`src/rtl/core/qrm_pkg.sv`:
```
`timescale 1ns / 1ps
// ----------------------------------------------------------------------------
// qrm_pkg: quaternion to rotation matrix shared definitions
// Widths, stage counts and pipeline payload types used by every stage.
// ----------------------------------------------------------------------------
package qrm_pkg;

	localparam int COMP_WIDTH_DEF = 16;
	localparam int RED_W          = 17;
	localparam int PROD_W         = 34;
	localparam int SUM_W          = 36;
	localparam int MAG_W          = 34;
	localparam int NUM_W          = 50;
	localparam int DEN_W          = 35;
	localparam int Q_W            = 15;
	localparam int ENT_W          = 16;
	localparam int N_ENT          = 9;
	localparam int FRAC_SH        = 15;
	localparam int ONE_Q14        = 16384;
	localparam int PREP_ST        = 2;
	localparam int PROD_ST        = 3;
	localparam int DIV_ST         = Q_W;
	localparam int NUM_ST         = PREP_ST + PROD_ST + DIV_ST + 1;

	typedef struct packed {
		logic signed [RED_W-1:0] x;
		logic signed [RED_W-1:0] y;
		logic signed [RED_W-1:0] z;
		logic signed [RED_W-1:0] w;
		logic                    degen;
	} quat_t;

	typedef struct packed {
		logic [NUM_W-1:0] rem;
		logic [Q_W-1:0]   quo;
		logic             neg;
	} lane_t;

	typedef struct packed {
		lane_t [N_ENT-1:0] lane;
		logic [DEN_W-1:0]  den;
		logic              degen;
	} div_t;

endpackage

```
`src/rtl/core/qrm_prep.sv`:
```
`timescale 1ns / 1ps
// ----------------------------------------------------------------------------
// qrm_prep: component conditioning
// Sign-extends the components and scales them down to 16 magnitude bits.
// ----------------------------------------------------------------------------
module qrm_prep #(
	parameter int COMPONENT_WIDTH = qrm_pkg::COMP_WIDTH_DEF
) (
	input  logic                                clk,
	input  logic [qrm_pkg::PREP_ST-1:0]         adv,
	input  logic [3:0][COMPONENT_WIDTH-1:0]     comp,
	output qrm_pkg::quat_t                      quat_s2
);

	localparam int SHW = $clog2(COMPONENT_WIDTH + 1);

	logic [3:0][COMPONENT_WIDTH-1:0] mag;
	logic [3:0]                      neg;
	logic [COMPONENT_WIDTH-1:0]      all_bits;
	logic [SHW-1:0]                  len;
	logic [SHW-1:0]                  sh;

	logic [3:0][COMPONENT_WIDTH-1:0] mag_s1;
	logic [3:0]                      neg_s1;
	logic [SHW-1:0]                  sh_s1;
	logic                            degen_s1;

	logic [3:0][qrm_pkg::RED_W-1:0]  red;

	always_comb begin
		all_bits = '0;
		for (int i = 0; i < 4; i++) begin
			neg[i] = comp[i][COMPONENT_WIDTH-1];
			mag[i] = neg[i] ? COMPONENT_WIDTH'(-comp[i]) : comp[i];
			all_bits = all_bits | mag[i];
		end
		len = '0;
		for (int b = 0; b < COMPONENT_WIDTH; b++) begin
			if (all_bits[b])
				len = SHW'(b + 1);
		end
		sh = (int'(len) > 16) ? SHW'(int'(len) - 16) : '0;
	end

	always_ff @(posedge clk) begin
		if (adv[0]) begin
			mag_s1   <= mag;
			neg_s1   <= neg;
			sh_s1    <= sh;
			degen_s1 <= (all_bits == '0);
		end
	end

	always_comb begin
		logic [COMPONENT_WIDTH+15:0] ext;
		logic [qrm_pkg::RED_W-1:0]   t;
		for (int i = 0; i < 4; i++) begin
			ext = {16'd0, mag_s1[i]} >> sh_s1;
			t = {1'b0, ext[15:0]};
			red[i] = neg_s1[i] ? qrm_pkg::RED_W'(-t) : t;
		end
	end

	always_ff @(posedge clk) begin
		if (adv[1]) begin
			quat_s2.x     <= signed'(red[0]);
			quat_s2.y     <= signed'(red[1]);
			quat_s2.z     <= signed'(red[2]);
			quat_s2.w     <= signed'(red[3]);
			quat_s2.degen <= degen_s1;
		end
	end

endmodule

```
`config.mk`:
```
export PLATFORM = sky130hd
export DESIGN_NAME = qrm_prep
export DESIGN_NICKNAME = d
export VERILOG_FILES = /design/src/rtl/core/qrm_pkg.sv /design/src/rtl/core/qrm_prep.sv
export SDC_FILE = /design/constraint.sdc
export NUM_CORES = 1
export LEC_CHECK = 0
export BUFFER_PORTS_ARGS = -buffer_cell sky130_fd_sc_hd__buf_4
export CAP_MARGIN = 20
export CELL_PAD_IN_SITES_DETAIL_PLACEMENT = 1
export CELL_PAD_IN_SITES_GLOBAL_PLACEMENT = 2
export CORE_MARGIN = 4
export CORE_UTILIZATION = 42
export DETAILED_ROUTE_END_ITERATION = 6
export GPL_TIMING_DRIVEN = 0
export PLACE_DENSITY = 0.92
export SETUP_SLACK_MARGIN = 0.5
export SYNTH_ARGS = -nofsm -noshare
export SYNTH_HDL_FRONTEND = slang
export SYNTH_SLANG_ARGS = --single-unit
export TNS_END_PERCENT = 20
```
`constraint.sdc`:
```
create_clock -name clk -period 5.36 [get_ports clk]
set_input_delay 0.268 -clock clk [delete_from_list [all_inputs] [get_ports clk]]
set_output_delay 0.268 -clock clk [all_outputs]
set_load 0.05 [all_outputs]
```
==> run metrics <==
Clock Tree Root clkbuf_16; minimum clock period 4170 ps; Critical Path Most Common Cell clkbuf_1; Worst EP required 5530 ps; post-CTS setup buffers 0; I/O Pins 136; EDFF count, synth 143; clock sink count 143; RSZ-0062 raised after global routing false; Core Area 0.0243 mm²; Reg clk slew, reported paths 70 ps; hold buffers post-CTS 0; drt pass-1 iters 5; Fin. Hold Viols 0; Port Buffer Count 135; Bufs and invs on worst path 3; final std cells w/o fill 1455; max_slew headroom 31.7%; Die ar. 0.0273 mm²; fin area 0.0125 mm²; Yosys reg bits 143; Least-Margin Pin Slew 1020 ps; routed len/inst 26.2 µm; Placed Cells 1423; Mapped Cells 958; worst skew pair latency 430 ps; via count 9024; Seq/Total Area, Yosys 41.3%; Via-to-Cell Ratio 6.20; Crit. End Element flop; top_reg_cell synth edfxtp_1; WP data arrival 4340 ps; CTS H-Tree Depth 4; remaining antenna violation count after routing 0; num rows 57; Die W 165 µm; Cell Pwr Density 340 mW/mm²; # nets final 1193; asr flop ratio synth 0%; Syn Std Cell Area 0.0104 mm²; post-cts sizing count 0; crit-path max FO 10; initial core utilization 42.7%; Max Freq 240 MHz; Peak VDD IR 0.000194 V; Startpoint Class flop; number of max-cap violations 0; Area Overhead vs Synth 19.8%; First DRT Iteration DRCs 759; initial antenna violation count 0; Post-Route Skew 11.3 ps; status complete, no violations; CP max stage delay 630 ps; Placed Area 0.0119 mm²; final max-slew violation count 0; worst hold-check path type in -> reg; Fill cells 2676; number of buffers created by CTS 17; Leak 0.00455 µW; synthesized area per cell 10.9 µm²; CTS Buffer Depth 2; Die H 165 µm; # diodes 0; setup TNS 0 ps; largest net degree at the start of global routing 75; vias in the first global route 9196; layout cells sized above 1 24.7%; Synth cell types 78; GPL Wtd Cong 0.981; hpwl dp 29500 µm; Final setup violation count 0; WL final 38100 µm; CP Class reg -> reg; TritonCTS clock tree yes; global-route wire length before repair 57500 µm; All-Layer GR Usage 28.2%; Crit path max-delay family buffers and inverters; CP max-delay cell clkbuf_1; period utilisation layout 77.8%; Ys Warns 0; CP Cell Sequence clkbuf_1 > clkbuf_1 > clkbuf_1 > nor2_1 > a221oi_1 > a21o_1 > nand3_1 > o41ai_1 > xnor2_1; grt ovf 0; Residual DRC 0
-- worst register-to-register path: cells and delay by family, from the launching register on --
family                 cells  cell delay, ps
AND/OR/NAND/NOR            2             320
flip-flops                 1             410
buffers and inverters      3            1720
AO/OA/AOI/OAI              3            1340
XOR/XNOR                   1             110
-- flip-flops by register name, indices dropped and copies added (netlist names) --
name,count
mag_s1,64
quat_s2,69
degen_s1,1
neg_s1,4
sh_s1,5
-- final timing paths --
kind                                from  slack, ps          end  cells past startpoint
worst max-delay path            sh_s1[3]       1190  quat_s2[15]                      9
worst min-delay path            comp[47]         20    neg_s1[2]                      1
worst max register to register  sh_s1[3]       1190  quat_s2[15]                      9
worst min register to register  degen_s1        460   quat_s2[0]                      0
-- through the flow --
stage | util [%] | hold WS, ps | total power [µW] | setup slack (ps)
global placement | 48.6 | 408 | 2990 | 1430
detailed placement | 48.8 | 443 | 3020 | 1370
floorplan | - | 367 | 2510 | 2350
global route | 51.2 | 18.2 | 4420 | 1110
finish | 51.2 | 24.0 | 4230 | 1190
CTS | 51.2 | 13.7 | 4230 | 1340
-- cells in the mapped netlist, types with 23 or more instances --
| master | instances | area share, % |
|---|---|---|
| edfxtp_1 | 143 | 41 |
| xnor2_1 | 91 | 7.7 |
| nand2_1 | 81 | 2.9 |
| mux2i_1 | 54 | 5.2 |
| o21ai_0 | 46 | 2.2 |
| nor2_1 | 41 | 1.5 |
| mux2_2 | 37 | 4.0 |
| mux4_2 | 30 | 6.5 |
| clkbuf_1 | 27 | 0.97 |
| inv_1 | 27 | 0.97 |
| o31ai_1 | 25 | 1.8 |
| nand2b_1 | 23 | 1.4 |
-- area by class of cell --
| class | instances | area (µm²) | area share, % |
|---|---|---|---|
| clock buffers | 17 | 425 | 3.42 |
| plain buffers | 57 | 274 | 2.20 |
| clock inverters | 15 | 169 | 1.36 |
| well taps | 324 | 405 | 3.26 |
| multi-input cells | 732 | 5740 | 46.1 |
| flip-flops and latches | 143 | 4290 | 34.5 |
| repair buffers | 137 | 1030 | 8.28 |
| inverters | 30 | 113 | 0.904 |
-- cell usage in the layout, fill, tap and decap left out, types with 6 or more instances in the layout --
| cell | netlist | routed |
|---|---|---|
| nor2_1 | 41 | 41 |
| a21oi_1 | 17 | 17 |
| mux2_2 | 37 | 37 |
| o21ai_0 | 46 | 46 |
| edfxtp_1 | 143 | 143 |
| mux4_2 | 30 | 30 |
| a21o_1 | 6 | 6 |
| nor4_1 | 12 | 11 |
| or3_1 | 12 | 12 |
| buf_4 | 6 | 142 |
| nor3_1 | 19 | 18 |
| nand2_1 | 81 | 81 |
| inv_1 | 27 | 27 |
| mux2i_1 | 54 | 54 |
| o211ai_1 | 6 | 6 |
| or2_2 | 6 | 6 |
| a22o_1 | 6 | 6 |
| or4_1 | 13 | 13 |
| a2bb2oi_1 | 6 | 6 |
| clkbuf_16 | 0 | 17 |
| nor2b_1 | 10 | 10 |
| ha_1 | 8 | 8 |
| o31ai_1 | 25 | 25 |
| nand2b_1 | 23 | 23 |
| o41ai_1 | 20 | 20 |
| and2_1 | 6 | 6 |
| nand3_1 | 11 | 11 |
| xnor2_1 | 91 | 91 |
| o21a_1 | 6 | 6 |
| nand4_1 | 7 | 7 |
| xor2_1 | 14 | 14 |
| clkbuf_1 | 27 | 27 |
| buf_2 | 18 | 18 |
| a22oi_1 | 8 | 8 |
| o22ai_1 | 11 | 11 |
-- layer usage --
metal / wire length (µm) / track usage (%) / vias up
li1: - / - / 4049
met1: 16400 / 38.6 / 4448
met2: 17400 / 44.2 / 425
met3: 2660 / 4.42 / 102
met4: 1640 / 12.9 / 0
met5: 0 / 0 / -
-- cell families (layout without fill, tap and decap cells) --
group | after synthesis | after routing | synth area share [%]
AOI/OAI and AO/OA | 219 | 219 | 15.4
xor gates and xnor gates | 105 | 105 | 8.85
adders and majority gates | 8 | 8 | 0.963
buffers and inverters | 87 | 256 | 3.72
DFF | 143 | 143 | 41.3
muxes | 122 | 122 | 15.8
other | 1 | 5 | 0.0361
and+or+nand+nor | 273 | 273 | 14.0
-- power by group --
group	leakage [µW]	switching (µW)	total (µW)	internal (µW)
combinational	0.00284	958	1490	534
clock	0.000295	545	1210	665
sequential	0.00141	104	1530	1420
Power figures use the tool's default switching activity.
